--- config.mk ---
export PLATFORM = sky130hd
export DESIGN_NAME = avgp_queue
export DESIGN_NICKNAME = d
export VERILOG_FILES = /design/src/avgp_queue.sv
export SDC_FILE = /design/constraint.sdc
export NUM_CORES = 1
export LEC_CHECK = 0
export BUFFER_PORTS_ARGS = -buffer_cell sky130_fd_sc_hd__clkbuf_2
export CAP_MARGIN = 20
export CORE_MARGIN = 8
export CORE_UTILIZATION = 45
export CTS_CLUSTER_DIAMETER = 30
export DETAILED_ROUTE_END_ITERATION = 16
export PLACE_DENSITY = 0.7
export SLEW_MARGIN = 0
export SYNTH_ARGS = -nofsm -noshare
export SYNTH_HDL_FRONTEND = slang
export SYNTH_SLANG_ARGS = --single-unit
--- constraint.sdc ---
create_clock -name clk_i -period 1.9 [get_ports clk_i]
set_input_delay 0.19 -clock clk_i [delete_from_list [all_inputs] [get_ports clk_i]]
set_output_delay 0.19 -clock clk_i [all_outputs]
set_load 0.03 [all_outputs]
--- src/avgp_queue.sv ---
`default_nettype none

module avgp_queue #(
  parameter int unsigned WIDTH = 8,
  parameter int unsigned DEPTH = 2
) (
  input  wire logic             clk_i,
  input  wire logic             rst_ni,
  input  wire logic             push_i,
  input  wire logic [WIDTH-1:0] data_i,
  output logic                  ready_o,
  input  wire logic             pop_i,
  output logic                  valid_o,
  output logic      [WIDTH-1:0] data_o
);

  localparam int unsigned PtrW = (DEPTH > 1) ? $clog2(DEPTH) : 1;
  localparam int unsigned CntW = $clog2(DEPTH + 1);

  logic [WIDTH-1:0] entry_q [DEPTH];
  logic [PtrW-1:0]  wr_ptr_q, wr_ptr_d, rd_ptr_q, rd_ptr_d;
  logic [CntW-1:0]  count_q, count_d;
  logic             do_push, do_pop;

  assign ready_o = count_q != CntW'(DEPTH);
  assign valid_o = count_q != '0;
  assign data_o  = entry_q[rd_ptr_q];
  assign do_push = push_i && ready_o;
  assign do_pop  = pop_i && valid_o;

  always_comb begin
    wr_ptr_d = wr_ptr_q;
    rd_ptr_d = rd_ptr_q;
    count_d  = count_q;
    if (do_push) begin
      wr_ptr_d = (32'(wr_ptr_q) == DEPTH - 1) ? '0 : wr_ptr_q + 1'b1;
    end
    if (do_pop) begin
      rd_ptr_d = (32'(rd_ptr_q) == DEPTH - 1) ? '0 : rd_ptr_q + 1'b1;
    end
    if (do_push && !do_pop) begin
      count_d = count_q + 1'b1;
    end else if (do_pop && !do_push) begin
      count_d = count_q - 1'b1;
    end
  end

  always_ff @(posedge clk_i) begin
    if (do_push) begin
      entry_q[wr_ptr_q] <= data_i;
    end
  end

  always_ff @(posedge clk_i or negedge rst_ni) begin
    if (!rst_ni) begin
      wr_ptr_q <= '0;
      rd_ptr_q <= '0;
      count_q  <= '0;
    end else begin
      wr_ptr_q <= wr_ptr_d;
      rd_ptr_q <= rd_ptr_d;
      count_q  <= count_d;
    end
  end

  // fill level rises on a push without a pop
  a_count_up: assert property (@(posedge clk_i) disable iff (!rst_ni)
    (do_push && !do_pop) |=> count_q == $past(count_q) + 1'b1)
    else $error("queue fill level did not rise on push");

endmodule

`default_nettype wire

# Yosys cells after proc, flatten, opt, wreduce, memory -nomap -nowiden
# Memories as Yosys holds them, arrays and structs flattened.
# Cells that the tools add are included.
classes:
  add_sub_neg: 4
  eq_ne: 1
  n_mux: 6
  reduce_logical: 8
ops:
  columns: ["cell", "count"]
  rows:
  - ["logical AND 1 bit", 4]
  - ["2-to-1 mux 1 bit", 4]
  - ["2-to-1 mux 2 bit", 2]
  - ["nonzero test 2 bit", 2]
  - ["adder 1 bit, second input constant", 2]
  - ["adder 2 x 1 -> 2 bit, second input constant", 1]
  - ["logical NOT 1 bit", 2]
  - ["inequality test 2 bit, second input constant", 1]
  - ["subtractor 2 x 1 -> 2 bit, second input constant", 1]
word_totals:
  register_bits: 4
  mem_bits_rw: 16
  input_bits: 12
  word_cells: 23
  n_memories: 1
mem_list:
  columns: ["name", "words", "width", "read_ports", "rd_ports_with_merged_regs", "wr", "line", "source"]
  rows:
  - ["entry_q", 2, 8, 1, 0, 1, "20", "logic [WIDTH-1:0] entry_q [DEPTH];"]

# Depth between registers and ports, before layout
logic_depth:
  word_depth: 6
  depth_mapped: 7
  ltp_nobuf: 7

# Least setup slack after synthesis
# OpenSTA, ideal clock, no wires.
synth_path:
  path_type: "register to register"
  start: "register count_q[0]"
  end: "memory entry_q[0][0], enable pin"
  setup_time_ps: 370
  arrival_time_ps: 1074
  path_slack_ps: 456
  path_stages_with_launch: 4
  period_less_slack_ps: 1444
  cell_sequence: "dfrtp_1 nand2b_4 nand2_1 nor2_1"
synth_via:
  elab_chain_cells: 4
synth_rtl:
  columns: ["element", "line", "source"]
  rows:
  - ["from (decl)", "22", "logic [CntW-1:0] count_q, count_d;"]
  - ["from (signal assigned)", "62", "count_q <= count_d;"]
  - ["inequality test 2 bit", "25", "assign ready_o = count_q != CntW'(DEPTH);"]
  - ["named net ready_o", "11", "output logic ready_o,"]
  - ["logical AND 1 bit", "28", "assign do_push = push_i && ready_o;"]
  - ["2-to-1 mux 1 bit", "49", "if (do_push) begin"]
  - ["2-to-1 mux 1 bit (not written as such)", "50", "entry_q[wr_ptr_q] <= data_i;"]
  - ["to (decl)", "20", null]
# The timed path passes the listed nets, and every way through them passes these cells.

# Worst setup path after layout
layout_path:
  start: "register rd_ptr_q"
  end: "output port data_o[0]"
layout_via:
  elab_chain_cells: 1
layout_rtl:
  columns: ["element", "line", "source"]
  rows:
  - ["from (decl)", "21", "logic [PtrW-1:0] wr_ptr_q, wr_ptr_d, rd_ptr_q, rd_ptr_d;"]
  - ["from (signal assigned)", "61", "rd_ptr_q <= rd_ptr_d;"]
  - ["memory (2 x 8 bit)", null, null]
  - ["to (decl)", "14", "output logic [WIDTH-1:0] data_o"]
# No other way between the ends.

==> out/summary.txt <==
total gr overflow = 0
core area = 1689 µm²
reg2reg path depth = 6
Ports = 22
vias in the first global route = 429
Setup crit end = data_o[0]
Clock transition at path regs = 0.10 ns
Setup crit start = rd_ptr_q
detailed placement HPWL = 930.6 µm
antenna cells = 0
status = completed
CTS root buf = clkbuf_4
Cell Area, Placed = 915.9 µm²
Setup crit end kind = output pin
Reg-to-Reg Start = count_q[0]
vias = 428
via/cell ratio = 4.977
FF-to-FF setup slack = 0.42 ns
Syn-to-layout area delta = 20.99%
CTS H-tree lvls = 1
setup ws final = 0.2498 ns
final period utilization = 86.85%
Worst path max stage delay = 0.60 ns
Hold WS = 0.08894 ns
GRT Util Overall = 7.625%
first-pass GRT wire length = 1980 µm
number of buffers on the longest clock path = 2
gpl congestion = 0.6582
largest net degree at the start of global routing = 12
P per Cell Area = 1627 nW/µm²
CP max stage cell = dfrtp_1
commonest non-fill, non-tap cell in the layout = clkbuf_2
Post-Syn Instances = 43
post-route core utilization = 56.37%
starting density of the core = 46.59%
Max VDD drop = 1.212 mV
internal power = 0.9544 mW
clock share of power = 12.3%
initial antenna violation count = 0
IO Port Bufs = 21
Post-CTS Repair Setup Buffers = 0
fmax = 0.6060 GHz
Final #Nets = 83
Seq pwr share = 45.6%
post-synthesis area per instance = 18.30 µm²
final hold violations = 0
Hold-fix buffers, CTS = 1
MaxCap Viol Count = 0
CP Class = reg2out
Post-DRT Antenna Nets = 0
CP delay by family, top = flip-flops
Die ar. = 3343 µm²
Netlist cell types = 14
WP depth = 2
worst endpoint data arrival time = 1.46 ns
layout cells sized above 1 = 52.17%
worst hold path type = in2reg
chip height = 57.82 µm
Avg WL per Cell = 14.57 µm
Net Count, Synth = 56
synthesized area = 787.0 µm²
Rows = 15
r2r endpoint = count_q[1]
sequential share of the synthesized area = 73.77%
clk_lat worst skew = 0.28 ns
minimum clock period = 1.650 ns
Clock Sinks = 20
Slew Limit Fails = 0
relative slew slack = 73.14%
Least-Margin Pin Slew = 0.4029 ns
switching share of power = 38.39%
combinational power share = 42.1%
Cell Count, Final, Fillers Out = 86
Startpoint Class = flip-flop
final wirelength = 1253 µm
CTS buffer count = 3
overall power = 1.549 mW
cell breakdown of the critical path = mux2_2 -> clkbuf_2
DRT Pass-1 Iters = 4
DP Cell Count = 81
CTS tree = built
final clock skew = 0.001158 ns
# setup viols final = 0
leakage power = 0.3989 nW
Switching Power = 0.5946 mW
post-CTS resize count = 0
die width = 57.82 µm
setup slack at placement = 0.4313 ns
WP data required = 1.71 ns
RSZ-0062 raised after global routing = false
hold_sp = data_i[2]
Setup TNS Final = 0 ns
Seq cells post-synth = 20
Crit Path Max Fanout = 9
Crit path buffers/inverters = 1
first-iteration detailed-routing DRC count = 4
synth warn = 0
Final Cell Area = 952.2 µm²
Residual DRC = 0
most frequent cells in the layout = clkbuf_2, edfxtp_1, mux2_2, dfrtp_1
[sequential cells by signal, summed over array words and instances (netlist names)]
name	count
entry_q	16
wr_ptr_q	1
rd_ptr_q	1
count_q	2
[worst reg2reg max path, cell delays in order, from the launching register on]
cell,delay [ns]
dfrtp_1,0.44
nand2b_4,0.17
nand2_1,0.12
inv_1,0.05
ha_1,0.30
nor2_1,0.15
xor2_1,0.18
[cell families after synthesis]
| logic type | Yosys count | share of synthesized area, % |
|---|---|---|
| DFF | 20 | 73.77 |
| muxes | 8 | 11.45 |
| and+or+nand+nor | 7 | 6.518 |
| xor gates and xnor gates | 5 | 5.565 |
| buffers and inverters | 2 | 1.112 |
| adders and majority gates | 1 | 1.590 |
[metal layers]
layer / vias up / part of all wire (%) / wire [µm] / global-route usage (%)
met5: - / 0 / 0 / 0
met4: 0 / 0 / 0 / 3.147
met3: 0 / 6.6 / 83 / 2.649
met2: 13 / 53 / 666 / 13.69
met1: 206 / 40 / 503 / 7.835
li1: 209 / - / - / -
[power groups by stage]
stage	clock (mW)	combinational [mW]	sequential (mW)
finish	0.190	0.653	0.706
global route	0.214	0.693	0.722
CTS	0.197	0.662	0.710
detailed placement	0	0.658	0.719
global placement	0	0.650	0.715
floorplan	0	0.534	0.667
[final cells by class]
class / count / area, µm²
Tap cell: 17 / 21.27
Fill cell: 139 / 737.0
Sequential cell: 20 / 580.6
Timing Repair Buffer: 23 / 122.6
Inverter: 1 / 3.754
Multi-Input combinational cell: 21 / 197.7
Clock buffer: 3 / 22.52
Clock inverter: 1 / 3.754
[how the worst min path moves through the flow]
stage / endpoint / slack [ns] / depth (start not counted)
global placement: rd_ptr_q / 0.005 / 1
finish: entry_q[0][2] / 0.09 / 1
CTS: entry_q[0][0] / 0.08 / 1
floorplan: count_q[0] / -0.11 / 0
global route: entry_q[1][3] / 0.07 / 1
detailed placement: rd_ptr_q / 0.005 / 1
[synthesized netlist by cell type]
library cell	instances	area [µm²]
xnor2_1	3	26.28
mux2_2	8	90.09
xor2_1	2	17.52
nor2_1	2	7.510
inv_1	1	3.750
dfrtp_1	4	100.1
edfxtp_1	16	480.5
buf_2	1	5.000
nand2_4	1	11.26
or2_4	1	8.760
nand2b_4	1	13.76
and3_1	1	6.260
ha_1	1	12.51
nand2_1	1	3.750
(Power assumes the default switching activity.)
