--- src/avgp_pkg.sv ---
`default_nettype none

package avgp_pkg;

  // default upper limits of the image side and the pixel channel count
  localparam int unsigned MAX_SIDE_DEF     = 64;
  localparam int unsigned MAX_CHANNELS_DEF = 64;

  // fixed field widths
  localparam int unsigned SAMPLE_W    = 8;
  localparam int unsigned HALF_SIDE_W = 6;
  localparam int unsigned GROUPS_W    = 5;

  // configuration port
  localparam int unsigned APB_DATA_W = 32;
  localparam int unsigned APB_ADDR_W = 3;
  localparam int unsigned REG_SEL_BIT = 2;

  typedef enum logic {
    REG_HALF_SIDE      = 1'b0,
    REG_CHANNEL_GROUPS = 1'b1
  } reg_idx_e;

  // floor((a+b)/2) on signed samples
  function automatic logic signed [SAMPLE_W-1:0] half_add(
    input logic signed [SAMPLE_W-1:0] a,
    input logic signed [SAMPLE_W-1:0] b
  );
    logic signed [SAMPLE_W:0] sum;
    sum = {a[SAMPLE_W-1], a} + {b[SAMPLE_W-1], b};
    return sum[SAMPLE_W:1];
  endfunction

endpackage

`default_nettype wire

--- src/avgp_in_if.sv ---
`default_nettype none

interface avgp_in_if import avgp_pkg::*; ();
  logic                       valid;
  logic                       ready;
  logic signed [SAMPLE_W-1:0] sample;

  modport source (output valid, output sample, input ready);
  modport sink   (input valid, input sample, output ready);
endinterface

`default_nettype wire

--- src/avgp_front.sv ---
`default_nettype none

module avgp_front import avgp_pkg::*; #(
  parameter int unsigned MAX_SIDE     = MAX_SIDE_DEF,
  parameter int unsigned MAX_CHANNELS = MAX_CHANNELS_DEF,
  localparam int unsigned ChW   = $clog2(MAX_CHANNELS),
  localparam int unsigned ColW  = $clog2(MAX_SIDE),
  localparam int unsigned AddrW = $clog2((MAX_SIDE / 2) * MAX_CHANNELS),
  localparam int unsigned ItemW = SAMPLE_W + ChW + AddrW + 3
) (
  input  wire logic                   clk_i,
  input  wire logic                   rst_ni,
  input  wire logic [HALF_SIDE_W-1:0] half_side_i,
  input  wire logic [GROUPS_W-1:0]    channel_groups_i,
  avgp_in_if.sink                     in_i,
  input  wire logic                   q_ready_i,
  output logic                        push_o,
  output logic [ItemW-1:0]            item_o
);

  localparam int unsigned SideW  = $clog2(MAX_SIDE + 1);
  localparam int unsigned ChansW = $clog2(MAX_CHANNELS + 1);
  localparam int unsigned ProdW  = ColW + ChansW;

  typedef struct packed {
    logic signed [SAMPLE_W-1:0] sample;
    logic [ChW-1:0]             ch;
    logic [AddrW-1:0]           sidx;
    logic                       odd_col;
    logic                       odd_row;
    logic                       last;
  } item_t;

  logic [ChW-1:0]    ch_q, ch_d;
  logic [ColW-1:0]   col_q, col_d, row_q, row_d;
  logic [SideW-1:0]  side;
  logic [ChansW-1:0] chans;
  logic [ColW-1:0]   pair_col;
  logic [ProdW-1:0]  prod;
  item_t             item;

  // clamp registers to the supported range, zero acts as one
  always_comb begin
    if (half_side_i == '0) begin
      side = SideW'(2);
    end else if (32'(half_side_i) > MAX_SIDE / 2) begin
      side = SideW'(MAX_SIDE);
    end else begin
      side = SideW'(32'(half_side_i) * 2);
    end
    if (channel_groups_i == '0) begin
      chans = ChansW'(4);
    end else if (32'(channel_groups_i) > MAX_CHANNELS / 4) begin
      chans = ChansW'(MAX_CHANNELS);
    end else begin
      chans = ChansW'(32'(channel_groups_i) * 4);
    end
  end

  assign push_o     = in_i.valid && q_ready_i;
  assign in_i.ready = q_ready_i;

  assign pair_col = col_q >> 1;
  assign prod     = ProdW'(pair_col) * ProdW'(chans);

  always_comb begin
    item.sample  = in_i.sample;
    item.ch      = ch_q;
    item.sidx    = AddrW'(prod + ProdW'(ch_q));
    item.odd_col = col_q[0];
    item.odd_row = row_q[0];
    item.last    = (32'(row_q) == 32'(side) - 1) && (32'(col_q) == 32'(side) - 1) &&
                   (32'(ch_q) == 32'(chans) - 1);
  end

  assign item_o = item;

  // counters wrap when at or past their limit
  always_comb begin
    ch_d  = ch_q;
    col_d = col_q;
    row_d = row_q;
    if (push_o) begin
      if (32'(ch_q) + 1 >= 32'(chans)) begin
        ch_d = '0;
        if (32'(col_q) + 1 >= 32'(side)) begin
          col_d = '0;
          if (32'(row_q) + 1 >= 32'(side)) begin
            row_d = '0;
          end else begin
            row_d = row_q + 1'b1;
          end
        end else begin
          col_d = col_q + 1'b1;
        end
      end else begin
        ch_d = ch_q + 1'b1;
      end
    end
  end

  always_ff @(posedge clk_i or negedge rst_ni) begin
    if (!rst_ni) begin
      ch_q  <= '0;
      col_q <= '0;
      row_q <= '0;
    end else begin
      ch_q  <= ch_d;
      col_q <= col_d;
      row_q <= row_d;
    end
  end

endmodule

`default_nettype wire

--- src/flat_wrapper.sv ---
// flat-port wrapper written by rule: the top's interface ports become plain ports
module avgp_front_flat import avgp_pkg::*;
#(
  parameter int unsigned MAX_SIDE     = MAX_SIDE_DEF,
  parameter int unsigned MAX_CHANNELS = MAX_CHANNELS_DEF,
  localparam int unsigned ChW   = $clog2(MAX_CHANNELS),
  localparam int unsigned ColW  = $clog2(MAX_SIDE),
  localparam int unsigned AddrW = $clog2((MAX_SIDE / 2) * MAX_CHANNELS),
  localparam int unsigned ItemW = SAMPLE_W + ChW + AddrW + 3
)
  (clk_i, rst_ni, half_side_i, channel_groups_i, q_ready_i, push_o, item_o, in_i_valid, in_i_sample, in_i_ready);
  avgp_in_if in_i_i ();
  input  wire logic clk_i;
  input  wire logic rst_ni;
  input  wire logic [HALF_SIDE_W-1:0] half_side_i;
  input  wire logic [GROUPS_W-1:0] channel_groups_i;
  input  wire logic q_ready_i;
  output logic push_o;
  output logic [ItemW-1:0] item_o;
  input wire logic [$bits(in_i_i.valid)-1:0] in_i_valid;
  input wire logic [$bits(in_i_i.sample)-1:0] in_i_sample;
  output wire logic [$bits(in_i_i.ready)-1:0] in_i_ready;
  assign in_i_i.valid = in_i_valid;
  assign in_i_i.sample = in_i_sample;
  assign in_i_ready = in_i_i.ready;
  avgp_front #(.MAX_SIDE(MAX_SIDE), .MAX_CHANNELS(MAX_CHANNELS)) u_core (.clk_i(clk_i), .rst_ni(rst_ni), .half_side_i(half_side_i), .channel_groups_i(channel_groups_i), .in_i(in_i_i), .q_ready_i(q_ready_i), .push_o(push_o), .item_o(item_o));
endmodule
--- config.mk ---
export PLATFORM = sky130hd
export DESIGN_NAME = avgp_front_flat
export DESIGN_NICKNAME = d
export VERILOG_FILES = /design/src/avgp_pkg.sv /design/src/avgp_in_if.sv /design/src/avgp_front.sv /design/src/flat_wrapper.sv
export SDC_FILE = /design/constraint.sdc
export NUM_CORES = 1
export LEC_CHECK = 0
export BUFFER_PORTS_ARGS = -buffer_cell sky130_fd_sc_hd__clkbuf_2
export CAP_MARGIN = 20
export CORE_MARGIN = 2
export CORE_UTILIZATION = 50
export DETAILED_ROUTE_END_ITERATION = 16
export PLACE_DENSITY = 0.74
export RECOVER_POWER = 50
export SYNTH_ARGS = -nofsm -noshare
export SYNTH_HDL_FRONTEND = slang
export SYNTH_SLANG_ARGS = --single-unit
--- constraint.sdc ---
create_clock -name clk_i -period 5.8 [get_ports clk_i]
set_clock_uncertainty 0.2 [all_clocks]
set_input_delay 0.58 -clock clk_i [delete_from_list [all_inputs] [get_ports clk_i]]
set_output_delay 0.58 -clock clk_i [all_outputs]
set_load 0.01 [all_outputs]
* Yosys cells after proc, flatten, opt, wreduce, memory -nomap -nowiden *
Index checks and enable logic that the tools add are counted.

word-level totals
  bits in registers = 18

cells by class
  add/sub/neg operators = 9
  $mul = 1
  $lt $le $gt $ge = 5
  eq/ne operators = 3
  multiplexer cells = 7
  reduce and logical (&&, ||, !) cells = 7

operators with widths
  cell                 number
  $eq 6x32->1          3
  $ge 32x7->1          3
  $mux 7               4
  $add 6x1->7 const B  3
  $add 6x1->6 const B  3
  $mux 6               3
  $sub 7x1->8 const B  2
  $add 11x6->11        1
  $mul 5x7->11         1
  $gt 6x6->1 const B   1
  $logic_not 6->1      1
  $gt 5x5->1 const B   1
  $logic_not 5->1      1
  $logic_and 1x1->1    3
  $reduce_and 3->1     1
  $reduce_and 2->1     1

* Longest topological paths before layout *
Gate-level depths: netlist of the first run.

  word-level depth = 7
  mapped depth = 16

* Worst setup path before layout of the first run *
OpenSTA, ideal clock, no wires.

  path kind = input -> output
  start = input channel_groups_i[4]
  end = output item_o[13]
  data arrival time = 3.820 ns
  required time = 5.020 ns
  slack = 1.200 ns
  stages = 14
  buffers on the path = 1
  cells stage by stage = clkbuf_1 > nor2_1 > and2_1 > fa_1 > inv_1 > fa_1 > fa_1 > inv_1 > ha_1 > a21oi_1 > o21bai_1 > a21o_1 > a21oi_1 > xnor2_1

between the ends
  word-level cells in the longest chain between the ends = 5
  elaborated cells on any way between the ends = 6
  classes of those cells = add/sub: 1; mul: 1; order compare: 1; mux: 2; reduce/logical: 1

RTL lines
  item             RTL line            RTL
  start, declared  flat_wrapper.sv:16  input wire logic [GROUPS_W-1:0] channel_groups_i;
  $gt 5x5->1       avgp_front.sv:53    end else if (32'(channel_groups_i) > MAX_CHANNELS / 4) begin
  $mux 7           avgp_front.sv:53
  $mux 7 *         avgp_front.sv:51    if (channel_groups_i == '0) begin
  $mul 5x7->11 *   avgp_front.sv:64    assign prod = ProdW'(pair_col) * ProdW'(chans);
  $add 11x6->11 *  avgp_front.sv:69    item.sidx = AddrW'(prod + ProdW'(ch_q));
  end, declared    flat_wrapper.sv:19  output logic [ItemW-1:0] item_o;

Every way passes the cells marked *; elsewhere a longest branch is shown, timed or not.

* Worst setup path after layout of the first run *
  start = input channel_groups_i[3]
  end = output item_o[13]

Same word-level chain as after synthesis.

==> impl_metrics.csv, run 1 <==
group,metric,value,unit
synth,synthXorXnorAreaFrac,7.58,%
die,ios,53,
power_and_ir_drop,power_switching,0.356,mW
synth,yosys.area.top_type_share,19.3,%
finish,syn_to_final_growth,6.59,%
finish,drive_above_1_share,10.4,%
synth,synth_area_per_cell,8.10,um^2
clocking,clk_latency,0.26,ns
grt,antenna_found_initial,0,
timing,period_needed,4.91,ns
synth,yosys.area_share.simple,20.2,%
power_and_ir_drop,total_power,0.759,mW
synth,yosysUniqueCellTypes,46,
synth,syn_inst,328,
grt,grt_pass1_wl,9300,um
worst_setup_path,crit_type,"in2out",
synth,synth_area_leader_cell,"ha_1",
worst_setup_path,cp_data_arrival_time,4.13,ns
synth,yosysMostFrequentCell,"ha_1",
synth,synthesis.nets,404,
synth,synthMuxAreaShare,0.753,%
detailed_routing,drt_iter0_markers,115,
die,die-area,0.00591,mm^2
grt,grt-ovfl-total,0,
die,num_rows,26,
detailed_routing,routedWlPerCell,12.8,um
job,max_cap_violations,0,
power_and_ir_drop,combPwrFrac,53.1,%
die,die_x,76.9,um
die,die_h,76.9,um
finish,antennaDiodeCount,0,
power_and_ir_drop,powerDensity,268,mW/mm^2
clocking,post_cts_resized,0,
clocking,clock_path_buffers,2,
placement,placed_cells,411,
die,initial_core_util,52.0,%
clocking,clockRootBuffer,"clkbuf_8",
grt,grt_max_degree,19,
detailed_routing,drc_errors,0,
worst_setup_path,path_max_fanout,7,
synth,yosysWarnings,0,
power_and_ir_drop,power.share.clock,13.6,%
synth,synth-edff-count,0,
power_and_ir_drop,max-vdd-ir-drop,0.000123,V
detailed_routing,first_pass_iters,4,
synth,synth_area_leaders,"ha_1, dfrtp_1, fa_1, xnor2_1, inv_1",
clocking,cts_hold_buf,0,
detailed_routing,via_per_inst,5.21,
timing,timing.fmax,203,MHz
finish,final_cells,415,
timing,max-slew-margin-rel,35.7,%
worst_setup_path,worstPathRequired,5.02,ns
clocking,clk_pin_slew,0.07,ns
grt,grt_pass1_vias,2049,
synth,synth_area,0.00266,mm^2
synth,async_flop_share,100,%
grt,grt_usage,19.1,%
synth,synth-compound-area-share,15.5,%
power_and_ir_drop,power_leakage,1.42,nW
power_and_ir_drop,swShare,46.9,%
detailed_routing,vias,2163,
placement,place_ws,0.858,ns
clocking,cts_buffers,3,
worst_hold_path,hp-class,"in2async",
finish,fin_nets,422,
placement,hpwl,4330,um
synth,yosysSeqAreaShare,16.9,%
clocking,cts_setup_buffers,0,
timing,setup_viol,0,
clocking,cts_sinks,18,
synth,synth_seq_cells,18,
timing,fin_crit_sh,84.7,%
synth,synth-main-ff-cell,"dfrtp_1",
clocking,cts_tree,"done",
timing,tightestPinTransition,0.964,ns
outcome,outcome,"finished, final reports clean",
detailed_routing,ant_nets,0,
placement,portBuffers,36,
die,core,0.00511,mm^2
timing,tns,0,ns
timing,hold_violations,0,
synth,synthTopCellsByCount,"ha_1, inv_1, nand2_1",
synth,synth_top_family_by_area,"adder cells",
synth,synthAdderAreaFrac,28.3,%
detailed_routing,wirelength,5320,um
power_and_ir_drop,power_frac_seq,33.2,%
timing,worst_slack,0.886,ns
worst_setup_path,cp-start-kind,"primary input",
placement,gp_congestion,0.887,
clocking,cts_max_level,1,
worst_setup_path,end_kind,"primary output",
timing,rsz0062_at_grt,"no",
power_and_ir_drop,p_int,0.403,mW
timing,drv_slew,0,
flip-flops by register name, indices dropped and copies added (netlist names):
register,cells
u_core.ch_q,6
u_core.col_q,6
u_core.row_q,6
power by group through the flow:
stage | clock network (mW) | registers [mW] | logic [mW]
after global placement | 0 | 0.251 | 0.397
after detailed placement | 0 | 0.254 | 0.409
after CTS | 0.105 | 0.252 | 0.413
after floorplan | 0 | 0.213 | 0.345
final | 0.103 | 0.252 | 0.404
after global routing | 0.110 | 0.261 | 0.475
worst paths after layout:
kind | startpoint | end | slack (ns) | depth (start not counted)
worst min register to register | u_core.ch_q[1] | u_core.ch_q[1] | 0.42 | 2
max in group asynchronous | rst_ni | u_core.col_q[4] | 4.56 | 1
min in group clk_i | u_core.ch_q[1] | u_core.ch_q[1] | 0.42 | 2
worst max-delay path | channel_groups_i[3] | item_o[13] | 0.89 | 17
worst min-delay path | rst_ni | u_core.ch_q[0] | 0.25 | 1
worst max register to register | u_core.ch_q[0] | u_core.row_q[2] | 2.63 | 10
routing by layer:
metal | GRT usage, % | part of all wire, % | up-vias
met5 | 0 | 0 | -
met4 | 4.91 | 1.0 | 0
met3 | 2.94 | 2.7 | 7
met2 | 33.1 | 49 | 34
met1 | 24.8 | 48 | 986
li1 | - | - | 1136
per-stage QoR:
| step | util (%) | hold WS, ns | cell area [um^2] |
|---|---|---|---|
| after global routing | 55.5 | 0.336 | 2830 |
| after global placement | 54.6 | 0.342 | 2790 |
| after CTS | 55.7 | 0.0614 | 2840 |
| final | 55.5 | 0.246 | 2830 |
| after detailed placement | 54.6 | 0.342 | 2790 |
| after floorplan | - | 0.0844 | 2660 |
worst max-delay path, cell delays in order:
cell and delay (ns):
clkbuf_2 0.12, nor3_1 0.19, nor2_1 0.05, nor2_1 0.28, and2_1 0.21, fa_1 0.39, inv_1 0.09, fa_1 0.41
fa_1 0.54, inv_1 0.04, ha_1 0.33, a21oi_1 0.15, o21bai_1 0.11, a21o_1 0.18, a21oi_1 0.17, xnor2_1 0.14
clkbuf_2 0.15
cell families after synthesis:
logic type | after synthesis
AND/OR/NAND/NOR | 107
AO/OA/AOI/OAI | 63
buffers and inverters | 62
adder cells (fa/ha/maj) | 53
XOR/XNOR | 23
flip-flops | 18
multiplexers | 2
cell type report:
cell class                 count  area, um^2
multi-input combinational    248        1920
inverter                      39         146
tap                           70        87.6
clock buffer                   4        55.1
sequential                    18         450
fill                         490        2270
timing repair buffer          36         170
cells in the final DEF (no fill, tap or decap), types with 6 or more instances in the layout:
cell type	instances
ha_1	41
inv_1	38
nand2_1	30
clkbuf_2	28
xnor2_1	20
and2_1	20
nand3_1	19
dfrtp_1	18
o21ai_0	16
nor2_1	13
fa_1	12
a21oi_1	11
clkbuf_1	8
nand2b_1	6
Note: power is estimated with default switching activity, not from simulation.
==> run 2: changes to the inputs <==
clock period = 4.6 ns   (was 5.8 ns; I/O delays follow)
==> run 2 against run 1 <==
Sequential share of layout area shrank 0.52 points. Sequential cell count is the same. Worst setup slack lost 0.74 ns. Die area is the same.
==> impl_metrics.csv, run 2 (synthesized netlist as in run 1, its figures left out) <==
group,metric,value,unit
outcome,outcome,"finished, final reports clean",
placement,hpwl,4560,um
power_and_ir_drop,max-vdd-ir-drop,0.000205,V
finish,antennaDiodeCount,0,
timing,period_needed,4.45,ns
worst_hold_path,hold_path_startpoint,"in_i_valid",
clocking,cts_sinks,18,
worst_setup_path,end_kind,"primary output",
detailed_routing,via_per_inst,5.39,
timing,max-slew-margin-rel,36.4,%
power_and_ir_drop,powerDensity,336,mW/mm^2
finish,fillers,477,
worst_setup_path,rr_endpoint,"u_core.row_q[2]",
detailed_routing,vias,2287,
clocking,clk_pin_slew,0.07,ns
placement,placed_cells,419,
clocking,cts_tree,"done",
clocking,clockRootBuffer,"clkbuf_8",
placement,portBuffers,36,
job,max_cap_violations,0,
grt,antenna_found_initial,0,
detailed_routing,wirelength,5590,um
worst_setup_path,r2r_setup_slack,1.38,ns
grt,grt_max_degree,19,
worst_setup_path,worstPathRequired,3.94,ns
finish,final_common_cell,"ha_1",
placement,gp_congestion,0.876,
worst_hold_path,hold_depth,3,
detailed_routing,drc_errors,0,
grt,grt_usage,19.4,%
detailed_routing,first_pass_iters,4,
worst_setup_path,setup.worst_path.start,"channel_groups_i[3]",
timing,hold_violations,0,
finish,fin_nets,431,
die,die_h,76.9,um
timing,timing.fmax,225,MHz
worst_setup_path,cp_data_arrival_time,3.79,ns
die,die_x,76.9,um
clocking,cts_buffers,3,
finish,drive_above_1_share,14.1,%
finish,syn_to_final_growth,10.2,%
timing,hold_ws,0.402,ns
worst_hold_path,hold_end,"u_core.ch_q[5]",
power_and_ir_drop,total_power,0.986,mW
die,core,0.00511,mm^2
die,die-area,0.00591,mm^2
grt,grt_pass1_wl,9470,um
detailed_routing,routedWlPerCell,13.2,um
die,ios,53,
detailed_routing,ant_nets,0,
worst_setup_path,cp-start-kind,"primary input",
die,num_rows,26,
clocking,clock_path_buffers,2,
timing,tightestPinTransition,0.954,ns
finish,top_regs,"u_core.ch_q: 6 flops, u_core.col_q: 6 flops, u_core.row_q: 6 flops",
clocking,clk_latency,0.26,ns
finish,final_cells,424,
clocking,cts_max_level,1,
finish,mostFrequentLayoutCells,"ha_1, inv_1, nand2_1, clkbuf_2",
detailed_routing,drt_iter0_markers,108,
worst_setup_path,r2r-start,"u_core.ch_q[0]",
worst_setup_path,path_max_fanout,6,
worst_setup_path,crit_type,"in2out",
timing,setup_viol,0,
power_and_ir_drop,power_leakage,1.47,nW
grt,grt_pass1_vias,2140,
grt,grt-ovfl-total,0,
die,initial_core_util,52.0,%
worst_setup_path,r2r_cells,10,
timing,drv_slew,0,
timing,fin_crit_sh,96.8,%
worst_hold_path,hp-class,"in2reg",
## run 2: changes by cell type in the layout (fill, tap and decap cells not counted), sizes merged
cell         before  now
buf               0   10
clkbuf           40   38
dlygate4sd3       0    1
## run 2: worst max path at each step
| stage | depth (start not counted) | slack [ns] | end |
|---|---|---|---|
| floorplan | 14 | 0.24 | item_o[13] |
| global placement | 17 | 0.11 | item_o[13] |
| detailed placement | 17 | 0.04 | item_o[13] |
| CTS | 17 | 0.04 | item_o[13] |
| global route | 17 | -0.02 | item_o[13] |
| finish | 17 | 0.15 | item_o[13] |
## run 2: worst max-delay path, cell delays in order
cell and delay, ns:
buf_2 0.14, nor3_1 0.07, nor2_1 0.09, nor2_1 0.05
and2_1 0.17, fa_1 0.53, inv_1 0.05, fa_1 0.50
fa_1 0.55, inv_1 0.07, ha_4 0.25, a21oi_2 0.13
o21bai_1 0.11, a21o_1 0.19, a21oi_2 0.15, xnor2_1 0.13
buf_2 0.16
## run 2: through the flow
| step | utilization (%) | setup slack (ns) | setup TNS (ns) | instance area (um^2) |
|---|---|---|---|---|
| after global placement | 55.8 | 0.106 | 0 | 2850 |
| after floorplan | - | 0.240 | 0 | 2660 |
| after detailed placement | 55.8 | 0.0400 | 0 | 2850 |
| final | 57.3 | 0.146 | 0 | 2930 |
| after CTS | 57.0 | 0.0356 | 0 | 2910 |
| after global routing | 57.3 | -0.0227 | -0.0227 | 2930 |
## run 2: power by group
part	total [mW]	switching [mW]	internal [mW]
combinational	0.556	0.312	0.244
sequential	0.300	0.0929	0.207
clock	0.130	0.0535	0.0761
## run 2: repair_timing
action	CTS	global route
hold buffers	1	0
resized for setup	0	7
hold endpoints to repair	18	0
endpoints found under the setup margin	0	2
setup buffers	0	0
## run 2: per-layer routing
metal	GRT usage, %	up-vias	wire, um
met5	0	-	0
met4	8.00	0	140
met1	24.0	1071	2520
met3	2.47	15	185
li1	-	1147	-
met2	34.0	54	2750
## run 2: final cells by class
cell class / instances / area, um^2 / area share (%)
Multi-Input combinational cell: 248 / 1950 / 66.5
Sequential cell: 18 / 450 / 15.4
Timing Repair Buffer: 45 / 241 / 8.24
Inverter: 39 / 146 / 5.00
Tap cell: 70 / 87.6 / 2.99
Clock buffer: 4 / 55.1 / 1.88
==> run 3: changes to the inputs <==
CORE_MARGIN = 1   (was 2)
==> run 3 against run 2 <==
Hold slack worse by 0.0017 ns. Sequential cell count unchanged. Sequential share of layout area up 0.085 points. Cell count down 0.47%. Critical path depth down 3. Core utilization unchanged. Fmax up 1.7%. Largest power group unchanged. Global-route usage up 1.1 points.
==> impl_metrics.csv, run 3 (synthesized netlist as in run 1, its figures left out) <==
group,metric,value,unit
die,ios,53,
die,core,0.00511,mm^2
grt,grt_max_degree,19,
timing,drv_slew,0,
worst_hold_path,hp-class,"in2reg",
clocking,clk_pin_slew,0.07,ns
clocking,cts_buffers,3,
timing,max-slew-margin-rel,36.3,%
worst_setup_path,worstPathRequired,3.94,ns
die,die-area,0.00561,mm^2
finish,final_common_cell,"ha_1",
worst_setup_path,cp-start-kind,"flip-flop",
power_and_ir_drop,total_power,0.986,mW
detailed_routing,first_pass_iters,4,
clocking,clock_path_buffers,2,
worst_setup_path,r2r_cells,10,
finish,final_cells,422,
detailed_routing,vias,2233,
timing,hold_ws,0.400,ns
power_and_ir_drop,powerDensity,337,mW/mm^2
finish,drive_above_1_share,14.8,%
placement,portBuffers,36,
finish,top_regs,"u_core.ch_q: 6 flops, u_core.col_q: 6 flops, u_core.row_q: 6 flops",
placement,dpl-instance-area,0.00283,mm^2
clocking,cts_setup_buffers,0,
detailed_routing,drc_errors,0,
grt,grt_pass1_vias,2067,
die,initial_core_util,52.0,%
timing,hold_violations,0,
job,max_cap_violations,0,
worst_setup_path,path_max_fanout,7,
clocking,cts_sinks,18,
worst_hold_path,hold_depth,3,
timing,tightestPinTransition,0.956,ns
detailed_routing,wirelength,5460,um
clocking,cts_max_level,1,
outcome,outcome,"finished, final reports clean",
die,num_rows,26,
detailed_routing,routedWlPerCell,12.9,um
finish,mostFrequentLayoutCells,"ha_1, inv_1, nand2_1, clkbuf_2",
worst_setup_path,crit_type,"reg2out",
timing,fin_crit_sh,95.2,%
placement,placed_cells,417,
grt,grt_usage,20.5,%
grt,antenna_found_initial,0,
detailed_routing,drt_iter0_markers,161,
power_and_ir_drop,power_leakage,1.46,nW
placement,hpwl,4470,um
worst_setup_path,end_kind,"primary output",
finish,antennaDiodeCount,0,
finish,utilization,57.3,%
clocking,clockRootBuffer,"clkbuf_8",
finish,syn_to_final_growth,10.2,%
timing,period_needed,4.38,ns
worst_setup_path,cp_data_arrival_time,3.72,ns
finish,stdcell_area,0.00293,mm^2
die,die_x,74.9,um
detailed_routing,via_per_inst,5.29,
finish,fin_nets,429,
timing,timing.fmax,228,MHz
clocking,cts_tree,"done",
grt,grt_pass1_wl,8990,um
clocking,clk_latency,0.26,ns
grt,grt-ovfl-total,0,
die,die_h,74.9,um
timing,setup_viol,0,
placement,gp_congestion,0.869,
detailed_routing,ant_nets,0,
power_and_ir_drop,max-vdd-ir-drop,0.000162,V
run 3: changes by cell type in the layout (fill, tap and decap cells not counted), moves of 2 or more:
cell     delta
buf_4       -2
dfrtp_2     +2
dfrtp_1     -2
nor2b_1     -2
run 3: per-stage QoR:
step / setup WS (ns) / TNS (ns)
global placement: 0.125 / 0
detailed placement: 0.0531 / 0
finish: 0.220 / 0
global route: -0.00388 / -0.00388
CTS: 0.0392 / 0
floorplan: 0.240 / 0
run 3: power breakdown:
group          internal, mW  switching [mW]  total (mW)  leakage, nW
clock                0.0763          0.0561       0.132       0.0288
sequential            0.208          0.0961       0.304        0.225
combinational         0.241           0.309       0.550         1.21
run 3: cell type report:
| cell class | instances | area [um^2] |
|---|---|---|
| repair buffers | 43 | 226 |
| flip-flops and latches | 18 | 453 |
| fillers | 458 | 2180 |
| clock buffers | 4 | 55.1 |
| multi-input cells | 248 | 1960 |
| inverters | 39 | 146 |
| well taps | 70 | 87.6 |
run 3: routing by layer:
layer	global-route usage, %	wire length, um	share of wire [%]
met1	26.2	2550	47
met2	36.6	2610	48
met3	1.34	194	3.6
met4	6.92	102	1.9
met5	0	0	0
run 3: path summary, 6_finish.rpt:
kind                                 from         endpoint  slack, ns
max                        u_core.ch_q[5]       item_o[13]       0.22
min reg2reg                u_core.ch_q[1]   u_core.ch_q[1]       0.42
max in group asynchronous          rst_ni  u_core.col_q[4]       2.89
min                            in_i_valid   u_core.ch_q[5]       0.40
min in group asynchronous          rst_ni   u_core.ch_q[2]       0.66
max reg2reg                u_core.ch_q[0]  u_core.row_q[2]       1.42
run 3: critical path, stage by stage (launching register included):
cell	delay, ns
dfrtp_1	0.47
inv_1	0.16
fa_1	0.56
inv_1	0.04
ha_1	0.30
fa_1	0.57
inv_1	0.06
fa_1	0.45
inv_1	0.09
a21oi_2	0.05
o21bai_1	0.18
a21o_1	0.16
a21oi_2	0.05
xnor2_1	0.15
buf_2	0.15
run 3: what timing repair did:
item	CTS	global route
hold endpoints to repair	18	0
gates resized for setup	0	13
endpoints found under the setup margin	0	2
hold buffers	1	0
